<file path="src/sv/swdseq_pkg.sv">
// Shared types, codes and a helper function for the SWD access sequencer.
package swdseq_pkg;

  localparam int unsigned CFG_IDX_W  = 1;
  localparam int unsigned CFG_DATA_W = 10;
  localparam int unsigned TRIES_W    = 10;

  localparam logic [CFG_IDX_W-1:0] CFG_ALLOW_TIMEOUT = 1'b0;
  localparam logic [CFG_IDX_W-1:0] CFG_MAX_TRIES     = 1'b1;

  localparam logic [TRIES_W-1:0] MAX_TRIES_RESET = 10'd1000;

  localparam logic [2:0] ACK_OK    = 3'h1;
  localparam logic [2:0] ACK_WAIT  = 3'h2;
  localparam logic [2:0] ACK_FAULT = 3'h4;

  localparam logic [7:0] REQ_BASE     = 8'h81;
  localparam logic [7:0] REQ_AP_FLIP  = 8'h22;
  localparam logic [7:0] REQ_RD_FLIP  = 8'h24;
  localparam logic [7:0] REQ_PAR_FLIP = 8'h20;
  localparam logic [3:0] ADDR_MASK    = 4'hC;
  localparam logic [3:0] ADDR_4       = 4'h4;
  localparam logic [3:0] ADDR_8       = 4'h8;

  typedef enum logic [1:0] {
    CMD_START = 2'd0,
    CMD_ACK   = 2'd1,
    CMD_RDATA = 2'd2,
    CMD_CLEAR = 2'd3
  } cmd_t;

  typedef enum logic [2:0] {
    ST_OK      = 3'd0,
    ST_TIMEOUT = 3'd1,
    ST_FAULT   = 3'd2,
    ST_BADACK  = 3'd3,
    ST_PARITY  = 3'd4,
    ST_SKIPPED = 3'd5,
    ST_SEQ     = 3'd6
  } status_t;

  typedef enum logic [1:0] {
    PH_IDLE = 2'd0,
    PH_ACK  = 2'd1,
    PH_READ = 2'd2
  } phase_t;

  typedef enum logic [1:0] {
    AK_OK    = 2'd0,
    AK_WAIT  = 2'd1,
    AK_FAULT = 2'd2,
    AK_BAD   = 2'd3
  } ack_cls_t;

  typedef struct packed {
    logic [1:0]  cmd;
    logic        ap_not_dp;
    logic        read_not_write;
    logic [3:0]  reg_addr;
    logic [31:0] write_data;
    logic [2:0]  ack_bits;
    logic [31:0] read_word;
    logic        read_parity;
  } in_t;

  typedef struct packed {
    logic        send_request;
    logic [7:0]  request_byte;
    logic        send_write;
    logic [31:0] write_word;
    logic        write_parity;
    logic        send_idle;
    logic        done_res;
    logic [2:0]  status;
    logic [31:0] value;
  } out_t;

  typedef struct packed {
    cmd_t        cmd;
    logic        ap;
    logic        rd;
    logic [7:0]  req;
    logic [31:0] wword;
    logic        wpar;
    ack_cls_t    ack;
    logic [31:0] rword;
    logic        rerr;
  } dec_t;

  function automatic logic [7:0] build_request(input logic ap, input logic rd,
                                               input logic [3:0] addr);
    logic [7:0] req;
    logic [3:0] a;
    req = REQ_BASE;
    a   = addr & ADDR_MASK;
    if (ap) req = req ^ REQ_AP_FLIP;
    if (rd) req = req ^ REQ_RD_FLIP;
    req = req | {3'b000, a[3:2], 3'b000};
    if (a == ADDR_4 || a == ADDR_8) req = req ^ REQ_PAR_FLIP;
    return req;
  endfunction

endpackage

</file>
<file path="src/sv/swd_host_access_sequencer.sv">
// Top level of the SWD host access sequencer.
// Each request is one transaction-level event of an SWD access (start, ack seen, read data
// seen, clear sticky fault). The block takes one request per clock while the decode queue is
// not full and returns at most one result per request; a taken request is written into the
// two-entry decode queue, and the back-end state update loads the result register when it
// pops the item from the queue.
// The sustained rate of one request per cycle is set by the back-end state
// update; it holds while out_ready stays high, and the queue absorbs stalls on either side.
// Configuration writes are taken at any time and apply from the next cycle.
module swd_host_access_sequencer (
  input  logic                                clk,
  input  logic                                rst_n,
  input  logic                                in_valid,
  output logic                                in_ready,
  input  swdseq_pkg::in_t                     in_data,
  output logic                                out_valid,
  input  logic                                out_ready,
  output swdseq_pkg::out_t                    out_data,
  input  logic                                cfg_we,
  input  logic [swdseq_pkg::CFG_IDX_W-1:0]    cfg_idx,
  input  logic [swdseq_pkg::CFG_DATA_W-1:0]   cfg_wdata
);

  logic             q_full;
  logic             q_push;
  swdseq_pkg::dec_t q_wdata;
  logic             q_pop;
  logic             q_valid;
  swdseq_pkg::dec_t q_rdata;

  swdseq_front u_front (
    .in_valid (in_valid),
    .in_ready (in_ready),
    .in_data  (in_data),
    .q_full   (q_full),
    .q_push   (q_push),
    .q_wdata  (q_wdata)
  );

  swdseq_fifo u_fifo (
    .clk    (clk),
    .rst_n  (rst_n),
    .push   (q_push),
    .wdata  (q_wdata),
    .full   (q_full),
    .pop    (q_pop),
    .rvalid (q_valid),
    .rdata  (q_rdata)
  );

  swdseq_back u_back (
    .clk       (clk),
    .rst_n     (rst_n),
    .cfg_we    (cfg_we),
    .cfg_idx   (cfg_idx),
    .cfg_wdata (cfg_wdata),
    .q_valid   (q_valid),
    .q_rdata   (q_rdata),
    .q_pop     (q_pop),
    .out_valid (out_valid),
    .out_ready (out_ready),
    .out_data  (out_data)
  );

endmodule

</file>
<file path="src/sv/swdseq_front.sv">
// Front end: accepts requests and classifies them into decoded items.
module swdseq_front (
  input  logic               in_valid,
  output logic               in_ready,
  input  swdseq_pkg::in_t    in_data,
  input  logic               q_full,
  output logic               q_push,
  output swdseq_pkg::dec_t   q_wdata
);

  always_comb begin
    q_wdata       = '0;
    q_wdata.cmd   = swdseq_pkg::cmd_t'(in_data.cmd);
    q_wdata.ap    = in_data.ap_not_dp;
    q_wdata.rd    = in_data.read_not_write;
    q_wdata.req   = swdseq_pkg::build_request(in_data.ap_not_dp, in_data.read_not_write,
                                              in_data.reg_addr);
    q_wdata.wword = in_data.write_data;
    q_wdata.wpar  = ^in_data.write_data;
    q_wdata.rword = in_data.read_word;
    q_wdata.rerr  = (^in_data.read_word) ^ in_data.read_parity;
    case (in_data.ack_bits)
      swdseq_pkg::ACK_OK:    q_wdata.ack = swdseq_pkg::AK_OK;
      swdseq_pkg::ACK_WAIT:  q_wdata.ack = swdseq_pkg::AK_WAIT;
      swdseq_pkg::ACK_FAULT: q_wdata.ack = swdseq_pkg::AK_FAULT;
      default:               q_wdata.ack = swdseq_pkg::AK_BAD;
    endcase
  end

  assign in_ready = !q_full;
  assign q_push   = in_valid && !q_full;

endmodule

</file>
<file path="src/sv/swdseq_fifo.sv">
// Two-entry queue of decoded items between the front and back ends.
module swdseq_fifo (
  input  logic             clk,
  input  logic             rst_n,
  input  logic             push,
  input  swdseq_pkg::dec_t wdata,
  output logic             full,
  input  logic             pop,
  output logic             rvalid,
  output swdseq_pkg::dec_t rdata
);

  swdseq_pkg::dec_t mem_r [2];
  logic       wr_ptr_r, wr_ptr_nxt;
  logic       rd_ptr_r, rd_ptr_nxt;
  logic [1:0] count_r, count_nxt;
  logic       do_pop;

  assign full   = (count_r == 2'd2);
  assign rvalid = (count_r != 2'd0);
  assign rdata  = mem_r[rd_ptr_r];
  assign do_pop = pop && rvalid;

  always_comb begin
    wr_ptr_nxt = push   ? !wr_ptr_r : wr_ptr_r;
    rd_ptr_nxt = do_pop ? !rd_ptr_r : rd_ptr_r;
    count_nxt  = count_r + {1'b0, push} - {1'b0, do_pop};
  end

  always_ff @(posedge clk) begin
    if (!rst_n) begin
      wr_ptr_r <= 1'b0;
      rd_ptr_r <= 1'b0;
      count_r  <= 2'd0;
    end else begin
      wr_ptr_r <= wr_ptr_nxt;
      rd_ptr_r <= rd_ptr_nxt;
      count_r  <= count_nxt;
    end
  end

  always_ff @(posedge clk) begin
    if (push) begin
      mem_r[wr_ptr_r] <= wdata;
    end
  end

endmodule

</file>
<file path="src/sv/swdseq_back.sv">
// Back end: access state machine, configuration registers and result register.
module swdseq_back (
  input  logic                                clk,
  input  logic                                rst_n,
  input  logic                                cfg_we,
  input  logic [swdseq_pkg::CFG_IDX_W-1:0]    cfg_idx,
  input  logic [swdseq_pkg::CFG_DATA_W-1:0]   cfg_wdata,
  input  logic                                q_valid,
  input  swdseq_pkg::dec_t                    q_rdata,
  output logic                                q_pop,
  output logic                                out_valid,
  input  logic                                out_ready,
  output swdseq_pkg::out_t                    out_data
);

  logic                               allow_timeout_r;
  logic [swdseq_pkg::TRIES_W-1:0]     max_tries_r;
  swdseq_pkg::phase_t                 phase_r, phase_nxt;
  logic                               sticky_r, sticky_nxt;
  logic [7:0]                         held_req_r, held_req_nxt;
  logic                               held_rd_r, held_rd_nxt;
  logic [31:0]                        held_wword_r, held_wword_nxt;
  logic                               held_wpar_r, held_wpar_nxt;
  logic [swdseq_pkg::TRIES_W-1:0]     tries_r, tries_nxt;
  logic                               out_valid_r, out_valid_nxt;
  swdseq_pkg::out_t                   out_r, res;
  logic                               has_res;
  logic                               adv;

  assign adv       = !out_valid_r || out_ready;
  assign q_pop     = q_valid && adv;
  assign out_valid = out_valid_r;
  assign out_data  = out_r;

  always_comb begin
    phase_nxt = phase_r;
    if (q_pop) begin
      case (q_rdata.cmd)
        swdseq_pkg::CMD_START: begin
          if (phase_r == swdseq_pkg::PH_IDLE && !(q_rdata.ap && sticky_r)) begin
            phase_nxt = swdseq_pkg::PH_ACK;
          end
        end
        swdseq_pkg::CMD_ACK: begin
          if (phase_r == swdseq_pkg::PH_ACK) begin
            if (q_rdata.ack == swdseq_pkg::AK_WAIT && tries_r != '0) begin
              phase_nxt = swdseq_pkg::PH_ACK;
            end else if (q_rdata.ack == swdseq_pkg::AK_OK && held_rd_r) begin
              phase_nxt = swdseq_pkg::PH_READ;
            end else begin
              phase_nxt = swdseq_pkg::PH_IDLE;
            end
          end
        end
        swdseq_pkg::CMD_RDATA: begin
          if (phase_r == swdseq_pkg::PH_READ) begin
            phase_nxt = swdseq_pkg::PH_IDLE;
          end
        end
        default: phase_nxt = phase_r;
      endcase
    end
  end

  always_comb begin
    sticky_nxt     = sticky_r;
    held_req_nxt   = held_req_r;
    held_rd_nxt    = held_rd_r;
    held_wword_nxt = held_wword_r;
    held_wpar_nxt  = held_wpar_r;
    tries_nxt      = tries_r;
    res            = '0;
    has_res        = 1'b0;
    if (q_pop) begin
      case (q_rdata.cmd)
        swdseq_pkg::CMD_CLEAR: begin
          sticky_nxt = 1'b0;
        end
        swdseq_pkg::CMD_START: begin
          has_res = 1'b1;
          if (phase_r != swdseq_pkg::PH_IDLE) begin
            res.done_res = 1'b1;
            res.status   = swdseq_pkg::ST_SEQ;
          end else if (q_rdata.ap && sticky_r) begin
            res.done_res = 1'b1;
            res.status   = swdseq_pkg::ST_SKIPPED;
          end else begin
            held_req_nxt     = q_rdata.req;
            held_rd_nxt      = q_rdata.rd;
            held_wword_nxt   = q_rdata.wword;
            held_wpar_nxt    = q_rdata.wpar;
            tries_nxt        = (max_tries_r == '0) ? '0 : max_tries_r - 1'b1;
            res.send_request = 1'b1;
            res.request_byte = q_rdata.req;
          end
        end
        swdseq_pkg::CMD_ACK: begin
          has_res = 1'b1;
          if (phase_r != swdseq_pkg::PH_ACK) begin
            res.done_res = 1'b1;
            res.status   = swdseq_pkg::ST_SEQ;
          end else begin
            case (q_rdata.ack)
              swdseq_pkg::AK_WAIT: begin
                if (tries_r != '0) begin
                  tries_nxt        = tries_r - 1'b1;
                  res.send_request = 1'b1;
                  res.request_byte = held_req_r;
                end else begin
                  res.done_res = 1'b1;
                  res.status   = allow_timeout_r ? swdseq_pkg::ST_TIMEOUT
                                                 : swdseq_pkg::ST_BADACK;
                end
              end
              swdseq_pkg::AK_FAULT: begin
                sticky_nxt   = 1'b1;
                res.done_res = 1'b1;
                res.status   = swdseq_pkg::ST_FAULT;
              end
              swdseq_pkg::AK_OK: begin
                if (held_rd_r) begin
                  has_res = 1'b0;
                end else begin
                  res.send_write   = 1'b1;
                  res.write_word   = held_wword_r;
                  res.write_parity = held_wpar_r;
                  res.send_idle    = 1'b1;
                  res.done_res     = 1'b1;
                  res.status       = swdseq_pkg::ST_OK;
                end
              end
              default: begin
                res.done_res = 1'b1;
                res.status   = swdseq_pkg::ST_BADACK;
              end
            endcase
          end
        end
        swdseq_pkg::CMD_RDATA: begin
          has_res      = 1'b1;
          res.done_res = 1'b1;
          if (phase_r != swdseq_pkg::PH_READ) begin
            res.status = swdseq_pkg::ST_SEQ;
          end else if (q_rdata.rerr) begin
            res.status = swdseq_pkg::ST_PARITY;
          end else begin
            res.send_idle = 1'b1;
            res.status    = swdseq_pkg::ST_OK;
            res.value     = q_rdata.rword;
          end
        end
        default: has_res = 1'b0;
      endcase
    end
    if (q_pop && has_res) begin
      out_valid_nxt = 1'b1;
    end else if (out_ready) begin
      out_valid_nxt = 1'b0;
    end else begin
      out_valid_nxt = out_valid_r;
    end
  end

  always_ff @(posedge clk) begin
    if (!rst_n) begin
      allow_timeout_r <= 1'b0;
      max_tries_r     <= swdseq_pkg::MAX_TRIES_RESET;
      phase_r         <= swdseq_pkg::PH_IDLE;
      sticky_r        <= 1'b0;
      held_rd_r       <= 1'b0;
      tries_r         <= '0;
      out_valid_r     <= 1'b0;
    end else begin
      if (cfg_we && cfg_idx == swdseq_pkg::CFG_ALLOW_TIMEOUT) begin
        allow_timeout_r <= cfg_wdata[0];
      end
      if (cfg_we && cfg_idx == swdseq_pkg::CFG_MAX_TRIES) begin
        max_tries_r <= cfg_wdata[swdseq_pkg::TRIES_W-1:0];
      end
      phase_r     <= phase_nxt;
      sticky_r    <= sticky_nxt;
      held_rd_r   <= held_rd_nxt;
      tries_r     <= tries_nxt;
      out_valid_r <= out_valid_nxt;
    end
  end

  always_ff @(posedge clk) begin
    held_req_r   <= held_req_nxt;
    held_wword_r <= held_wword_nxt;
    held_wpar_r  <= held_wpar_nxt;
    if (q_pop && has_res) begin
      out_r <= res;
    end
  end

endmodule
</file>
<file path="config.mk">
export PLATFORM = sky130hd
export DESIGN_NAME = swd_host_access_sequencer
export DESIGN_NICKNAME = d
export VERILOG_FILES = /design/src/sv/swdseq_pkg.sv /design/src/sv/swd_host_access_sequencer.sv /design/src/sv/swdseq_front.sv /design/src/sv/swdseq_fifo.sv /design/src/sv/swdseq_back.sv
export SDC_FILE = /design/constraint.sdc
export NUM_CORES = 1
export LEC_CHECK = 0
export BUFFER_PORTS_ARGS = -buffer_cell sky130_fd_sc_hd__buf_2
export CORE_MARGIN = 3
export CORE_UTILIZATION = 35
export CTS_CLUSTER_DIAMETER = 150
export DETAILED_ROUTE_END_ITERATION = 10
export SLEW_MARGIN = 20
export SYNTH_ARGS = -nofsm -noshare
export SYNTH_HDL_FRONTEND = slang
export SYNTH_SLANG_ARGS = --single-unit
</file>
<file path="constraint.sdc">
create_clock -name clk -period 7.5 [get_ports clk]
set_input_delay 0.75 -clock clk [delete_from_list [all_inputs] [get_ports clk]]
set_output_delay 0.75 -clock clk [all_outputs]
set_load 0.02 [all_outputs]
</file>
After elaboration in Yosys (flattened, before gate mapping)
Memory sizes are Yosys's and may differ from the RTL's. A register that Yosys moved wholly into a read port is not among the register bits. Index checks and enable logic that the tools add are counted.

Input port bits: 92. Memories kept: 1. Logic and storage cells: 151. Bits in writable memories: 160. Register bits after elaboration: 151. Output and inout bits: 82.

Add/sub/neg operators: 4. Equal/unequal tests: 24. Reduce and logical (&&, ||, !) cells: 38. Mux-type cells: 51. Bitwise operators: 11.

Memory list: u_fifo.mem_r (depth 2, bits a word 80, read ports 1, clocked after memory_dff 1, write ports 1, line swdseq_fifo.sv:13) `swdseq_pkg::dec_t mem_r [2];`.

Operator list (count): $reduce_xor A32 Y1 (2); $mux W10 (6); $mux W44 (1); $mux W39 (1); $mux W9 (4); $mux W35 (1); $pmux W4 S3 (2); $pmux W10 S2 (1); $sub A10 B1 Y10 const B (2); $mux W6 (3); $pmux W9 S2 (1); $mux W4 (4); $mux W1 (14); $eq A2 B2 Y1 const B (6); $mux W2 (6); $ne A2 B1 Y1 const B (6); $pmux W2 S3 (2); $logic_and A1 B1 Y1 (10); $logic_not A10 Y1 (1); $ne A2 B2 Y1 const B (5); $reduce_bool A10 Y1 (1); $reduce_bool A2 Y1 (5); $eq A2 B1 Y1 const B (4); $not A1 Y1 (8); other kinds (20) (32).

Logic depth before layout (Yosys ltp)
Gate-level depths: netlist of the first run.

Depth in word-level cells: 7. Gate-level depth with buffers: 14. Depth with buffers taken out: 9.

By module
Synthesis of the first run repeated with hierarchy kept, for this count alone.

Cell total of the unflattened synthesis: 860. Area total of the unflattened synthesis: 13646.8 um2.

Modules (own cells, without submodules): swdseq_fifo (cells an instance 272, area an instance 6421.2 um2, sequential area each 4904.7 um2, times used 1); swdseq_back (cells an instance 440, area an instance 6032.0 um2, sequential area each 4154.0 um2, times used 1); swdseq_front (cells an instance 148, area an instance 1193.6 um2, sequential area each 0.0 um2, times used 1).

Worst setup path before layout of the first run
Ideal clock, no wire load.

Kind: reg-to-reg. From: register (tool-made name). To: register u_back.out_r, in the netlist u_back.out_data[0] (enable). Clock period less this slack: 8173 ps. Data required time: 6891 ps. Stages on the path, launching flop included: 12. Setup slack: -673 ps. Path buffers: 5. Arrival: 7563 ps. Library setup time: 609 ps. Path through: dfxtp_1 -> buf_6 -> buf_2 -> buf_2 -> clkbuf_1 -> mux2i_1 -> ha_1 -> inv_1 -> clkbuf_1 -> a21oi_1 -> nor2_1 -> nor3_1.

RTL lines: end signal: assignment (line swdseq_back.sv:193) `out_r <= res;`; end: declaration (line swdseq_back.sv:26) `swdseq_pkg::out_t out_r, res;`.

==> results.cfg, run 1 <==
[status]
outcome = completed

[floorplan]
ios = 174
fp.dieArea_sq_um = 36300
core_sq_um = 33000
initial_core_util_pct = 36.1
die_w_um = 191
row_count = 66
die_y_um = 191

[synth]
synth_cell_types = 56
yosys.area_share.simple_pct = 8.40
synth_edf_count = 265
synth_seq_cells = 296
synth_top_family_by_area = simple AND/OR/NAND/NOR gates
synth_compound_area_share_pct = 4.07
synth_xor_xnor_area_share_pct = 5.73
synth_area_leaders = edfxtp_1 67%, dfxtp_1 5.2%, xnor2_1 5.1%
syn_area_sq_um = 11900
synthArstFlopShare_pct = 0
avgSynthCellArea_sq_um = 15.6
syn_inst = 766
ys_seq_area_share_pct = 71.9
synth_warnings = 0
synth_nets = 867
synthFlopType = edfxtp_1
synthTopCellsByCount = 265 x edfxtp_1, 70 x xnor2_1, 53 x nor2_1
yosysMostFrequentCell = edfxtp_1
synth_fa_ha_area_share_pct = 0.944
netlist.area_leader.share_pct = 66.7
synthMuxAreaShare_pct = 7.16
yosysTopAreaCell = edfxtp_1

[placed_design]
portBuffers = 170
placed_area_sq_um = 13300
gp_congestion = 0.757
hpwl_mm = 14.9
placed_cells = 1354

[routing]
first_pass_iters = 4
drt-wirelength-per-cell_um = 17.0
vias_per_cell = 4.60
drt_iter0_markers = 421
antenna_left = 0
top_layer = met5
wl_mm = 24.0
via_count = 6510
dr_wl_met3_mm = 1.32
dr_wl_met2_mm = 11.7
drc = 0
wl_met1_mm = 10.5

[grt]
grt_max_degree = 69
grt_pass1_wl_mm = 37.4
grt_overflow_total = 0
grt_pass1_vias = 6653
antenna_found_initial = 2
grt_use_total_pct = 13.2

[layout]
fin_util_pct = 43.6
finalNonFillerCells = 1414
diodes = 0
area_growth_pct = 20.7
multi_input_area_sq_um = 3170
final_layout_size_suffix_gt1_share_pct = 28.8
seq_area_sq_um = 8580
nFillCells = 3031
final_cell_area_sq_um = 14400
nets = 1051

[clocking]
cts_buffer_depth = 3
cts-resized-gates = 0
tritoncts.num_buffers = 35
cts_hold_buffers = 0
clk_pin_slew_worst_paths_ns = 0.06
postCtsSetupRepairBufs = 0
cts_tree = done
clkSinkCount = 296
htree_levels = 2
cts-root-buf = clkbuf_16
insertion_delay_ns = 0.51

[pwr]
power_density_nw_per_um2 = 351
ir_drop_uv = 218
p_leak_uw = 0.00512

[timing]
skew_ns = 0.0215
fin_crit_ns = 3.67
rsz0062_at_grt = no
max_slew_margin_pct = 29.4
max_freq_ghz = 0.273
post-route-period-util_pct = 48.9
timing.final.hold_violations = 0
worst_pin_slew_ns = 1.06
setup_tns_ns = 0
finalSetupViolations = 0
drv_slew = 0

[worst_setup_path]
setup.worst_path.start_class = flop
worstPathRequired_ns = 7.63
cp_cell_sequence = mux2i_1, inv_1, ha_1, inv_1, a21oi_1, nor2_1, nor3_4, buf_4
crit_top_cell = inv_1
crit_type = flop to flop
crit_path_end_kind = flop
cp_slowest_stage_delay_ns = 0.78
cp_slowest_cell = dfxtp_4
cp_max_fo = 40
arrival_ns = 3.79

[worst_hold_path]
hp-class = input port to flop

[flow_run]
max_cap_violations = 0
==> cell families (layout without fill, tap and decap cells) <==
family | after synthesis | count (layout)
flops | 296 | 296
simple gates | 193 | 193
mux | 79 | 79
xor+xnor | 78 | 78
compound gates | 64 | 64
buf+inv | 46 | 252
fa+ha+maj | 9 | 9
other cells | 1 | 1
==> metal layers <==
layer	global-route usage [%]	vias to the layer above
met2	22.3	153
met5	0	-
met1	17.0	3141
met4	3.56	4
li1	-	3173
met3	3.25	39
==> worst max-delay path: cells and delay by family, from the launching register on <==
| family | cells | cell delay (ns) |
|---|---|---|
| AO/OA/AOI/OAI | 1 | 0.24 |
| AND/OR/NAND/NOR | 2 | 0.23 |
| multiplexers | 1 | 0.30 |
| adder cells (fa/ha/maj) | 1 | 0.53 |
| buffers and inverters | 3 | 1.19 |
| flip-flops | 1 | 0.78 |
==> through the flow <==
stage | setup WS (ns) | total power (uW) | hold slack [ns]
global placement | 3.64 | 3450 | 0.487
floorplan | 1.72 | 3120 | 0.463
CTS | 3.62 | 5120 | 0.423
detailed placement | 3.64 | 3470 | 0.487
finish | 3.83 | 5050 | 0.450
global route | 3.54 | 5320 | 0.426
==> final cells by class <==
cell class | instances | area share (%)
Multi-Input combinational cell | 424 | 22.0
Clock inverter | 12 | 1.01
Tap cell | 442 | 3.84
Timing Repair Buffer | 178 | 6.46
Clock buffer | 47 | 6.68
Inverter | 15 | 0.391
Sequential cell | 296 | 59.6
==> power breakdown <==
group / switching [uW] / internal (uW)
registers: 123 / 2180
clock network: 627 / 1000
logic: 704 / 420
==> registers in the layout (all words and copies together), names as in the netlist, named ones only <==
register,flops
u_back.sticky_r,1
u_back.phase_r,2
u_back.out_data,77
u_back.tries_r,10
u_back.max_tries_r,10
u_back.held_req_r,5
u_fifo.mem_r,150
u_back.held_rd_r,1
u_fifo.count_r,2
u_back.held_wpar_r,1
u_back.out_valid,1
u_fifo.rd_ptr_r,1
u_fifo.wr_ptr_r,1
u_back.allow_timeout_r,1
u_back.held_wword_r,32
==> cell usage in the layout (no fill, tap or decap), types with 9 or more instances in the layout <==
| cell type | synthesis | routed |
|---|---|---|
| nand2_1 | 34 | 34 |
| edfxtp_1 | 265 | 265 |
| and2_1 | 41 | 40 |
| dfxtp_1 | 31 | 30 |
| nand2b_1 | 9 | 9 |
| o21ai_1 | 10 | 10 |
| a22oi_1 | 9 | 9 |
| xnor2_1 | 70 | 70 |
| clkbuf_16 | 0 | 36 |
| buf_2 | 5 | 170 |
| ha_1 | 9 | 9 |
| nor2_1 | 53 | 52 |
| nor2b_1 | 12 | 12 |
| mux2_2 | 37 | 37 |
| mux2i_1 | 40 | 40 |
| nor3_1 | 11 | 10 |
| inv_1 | 13 | 13 |
| clkbuf_1 | 18 | 9 |
==> path summary, 6_finish.rpt <==
check	from	endpoint	slack, ns	depth (start not counted)
worst min register to register	u_back.max_tries_r[1]	u_back.max_tries_r[1]	0.49	2
worst max register to register	flop	u_back.out_data[49]	3.83	8
worst min-delay path	in_data[75]	u_fifo.mem_r[0][79]	0.45	1
worst max-delay path	flop	u_back.out_data[49]	3.83	8
Power figures use the tool's default switching activity.
==> run 2: changes to the inputs <==
Clock period 7.5 ns to 3.7 ns, I/O delays scaled along.
==> run 2 against run 1 <==
Against the previous run:
- die area unchanged
- critical path depth stayed put
- clock skew is 0.010 ns lower
- clock power is 99% higher
- count of clock-buffer cells in the layout fell by 4
- sequential cell count did not move
- worst setup slack got worse by 3.1 ns
- maximum frequency is 22% higher
- final area up 0.51%
- worst hold slack lost 0.38 ns
- largest power group unchanged
==> results.cfg, run 2 (synthesized netlist as in run 1, its figures left out) <==
[clocking]
cts-root-buf = clkbuf_16
cts_tree = done
cts-resized-gates = 0
clkSinkCount = 296
cts_buffer_depth = 3
insertion_delay_ns = 0.50
postCtsSetupRepairBufs = 0
cts_hold_buffers = 0
clk_pin_slew_worst_paths_ns = 0.05
tritoncts.num_buffers = 35
htree_levels = 2

[pwr]
power_density_nw_per_um2 = 707
power_frac_comb_pct = 22.9
ir_drop_uv = 357
p_leak_uw = 0.00514
switching_power_uw = 2950
seq_power_share_pct = 45.4
sw_frac_of_total_pct = 28.9
total_power_uw = 10200
p_int_uw = 7280
pwr-share-clk_pct = 31.7

[layout]
final_layout_size_suffix_gt1_share_pct = 29.6
nets = 1055
multi_input_area_sq_um = 3210
largest_reg_flops = 150
largest-register = u_fifo.mem_r
nFillCells = 3033
fin_util_pct = 43.8
final_cell_mix = 265 x edfxtp_1, 170 x buf_2, 70 x xnor2_1
layout.cells.most_common = edfxtp_1
seq_area_sq_um = 8580
area_growth_pct = 21.3

[grt]
grt_overflow_total = 0
antenna_found_initial = 6
grt_pass1_vias = 6614
grt_max_degree = 55
grt_use_total_pct = 13.1
grt_pass1_wl_mm = 37.0

[routing]
first_pass_iters = 5
antenna_left = 0
drt-wirelength-per-cell_um = 17.0
drt_iter0_markers = 320
vias_per_cell = 4.62
via_count = 6544
drc = 0
wl_mm = 24.1

[timing]
post-route-period-util_pct = 81.3
holdWs_ns = 0.0703
worst_pin_slew_ns = 0.979
timing.final.hold_violations = 0
fin_crit_ns = 3.01
max_slew_margin_pct = 34.6
rsz0062_at_grt = no
finalSetupViolations = 0
drv_slew = 0
max_freq_ghz = 0.333
skew_ns = 0.0113

[floorplan]
die_y_um = 191
ios = 174
fp.dieArea_sq_um = 36300
initial_core_util_pct = 36.1
die_w_um = 191
row_count = 66
core_sq_um = 33000

[worst_setup_path]
crit_type = flop to flop
setup.worst_path.start_class = flop
cp_max_fo = 30
worstPathRequired_ns = 4.08
r2r_cells = 8
arrival_ns = 3.39
crit_path_end_kind = flop

[status]
outcome = completed

[placed_design]
portBuffers = 170
gp_congestion = 0.790
hpwl_mm = 15.6

[worst_hold_path]
hp-class = input port to flop
whs_path_depth = 1
hp-start = in_data[74]

[flow_run]
max_cap_violations = 0
-- run 2: power groups by stage --
stage / clock network (uW) / logic [uW] / registers [uW]
finish: 3250 / 2340 / 4640
global placement: 0 / 2350 / 4710
floorplan: 0 / 1430 / 4940
CTS: 3360 / 2390 / 4650
global route: 3490 / 2550 / 4710
detailed placement: 0 / 2380 / 4720
-- run 2: final timing paths --
path / to / slack [ns]
worst max-delay path: u_back.tries_r[8] / 0.69
worst max register to register: u_back.tries_r[8] / 0.69
worst min register to register: u_back.max_tries_r[1] / 0.49
worst min-delay path: u_fifo.mem_r[1][78] / 0.07
-- run 2: critical path, cell delays in order (launching register included) --
cell and delay [ns]:
dfxtp_4 0.71, mux2i_1 0.47, ha_1 0.39, inv_1 0.13, a2111oi_4 0.32, o221a_2 0.47
o21ai_1 0.12, a22oi_1 0.20, nor2b_1 0.06
-- run 2: per-stage QoR --
stage               std cells  TNS (ns)  worst slack [ns]  instance area, sq um
floorplan                 766    -23.51            -0.303                 12000
global placement         1359         0             0.719                 13400
detailed placement       1359         0             0.663                 13400
CTS                      1416         0             0.648                 14500
global route             1417         0             0.493                 14500
finish                   1417         0             0.694                 14500
-- run 2: layout make-up --
cell class / instances / share of cell area (%)
sequential: 296 / 59.3
clock inverter: 14 / 1.07
inverter: 15 / 0.389
timing repair buffer: 182 / 6.85
multi-input combinational: 424 / 22.2
antenna: 1 / 0.0173
clock buffer: 43 / 6.40
tap: 442 / 3.82
-- run 2: metal layers --
| metal | routed length, um | GRT usage, % |
|---|---|---|
| met5 | 50 | 0 |
| met4 | 569 | 3.92 |
| met3 | 1510 | 3.49 |
| met2 | 11400 | 21.3 |
| met1 | 10600 | 17.1 |
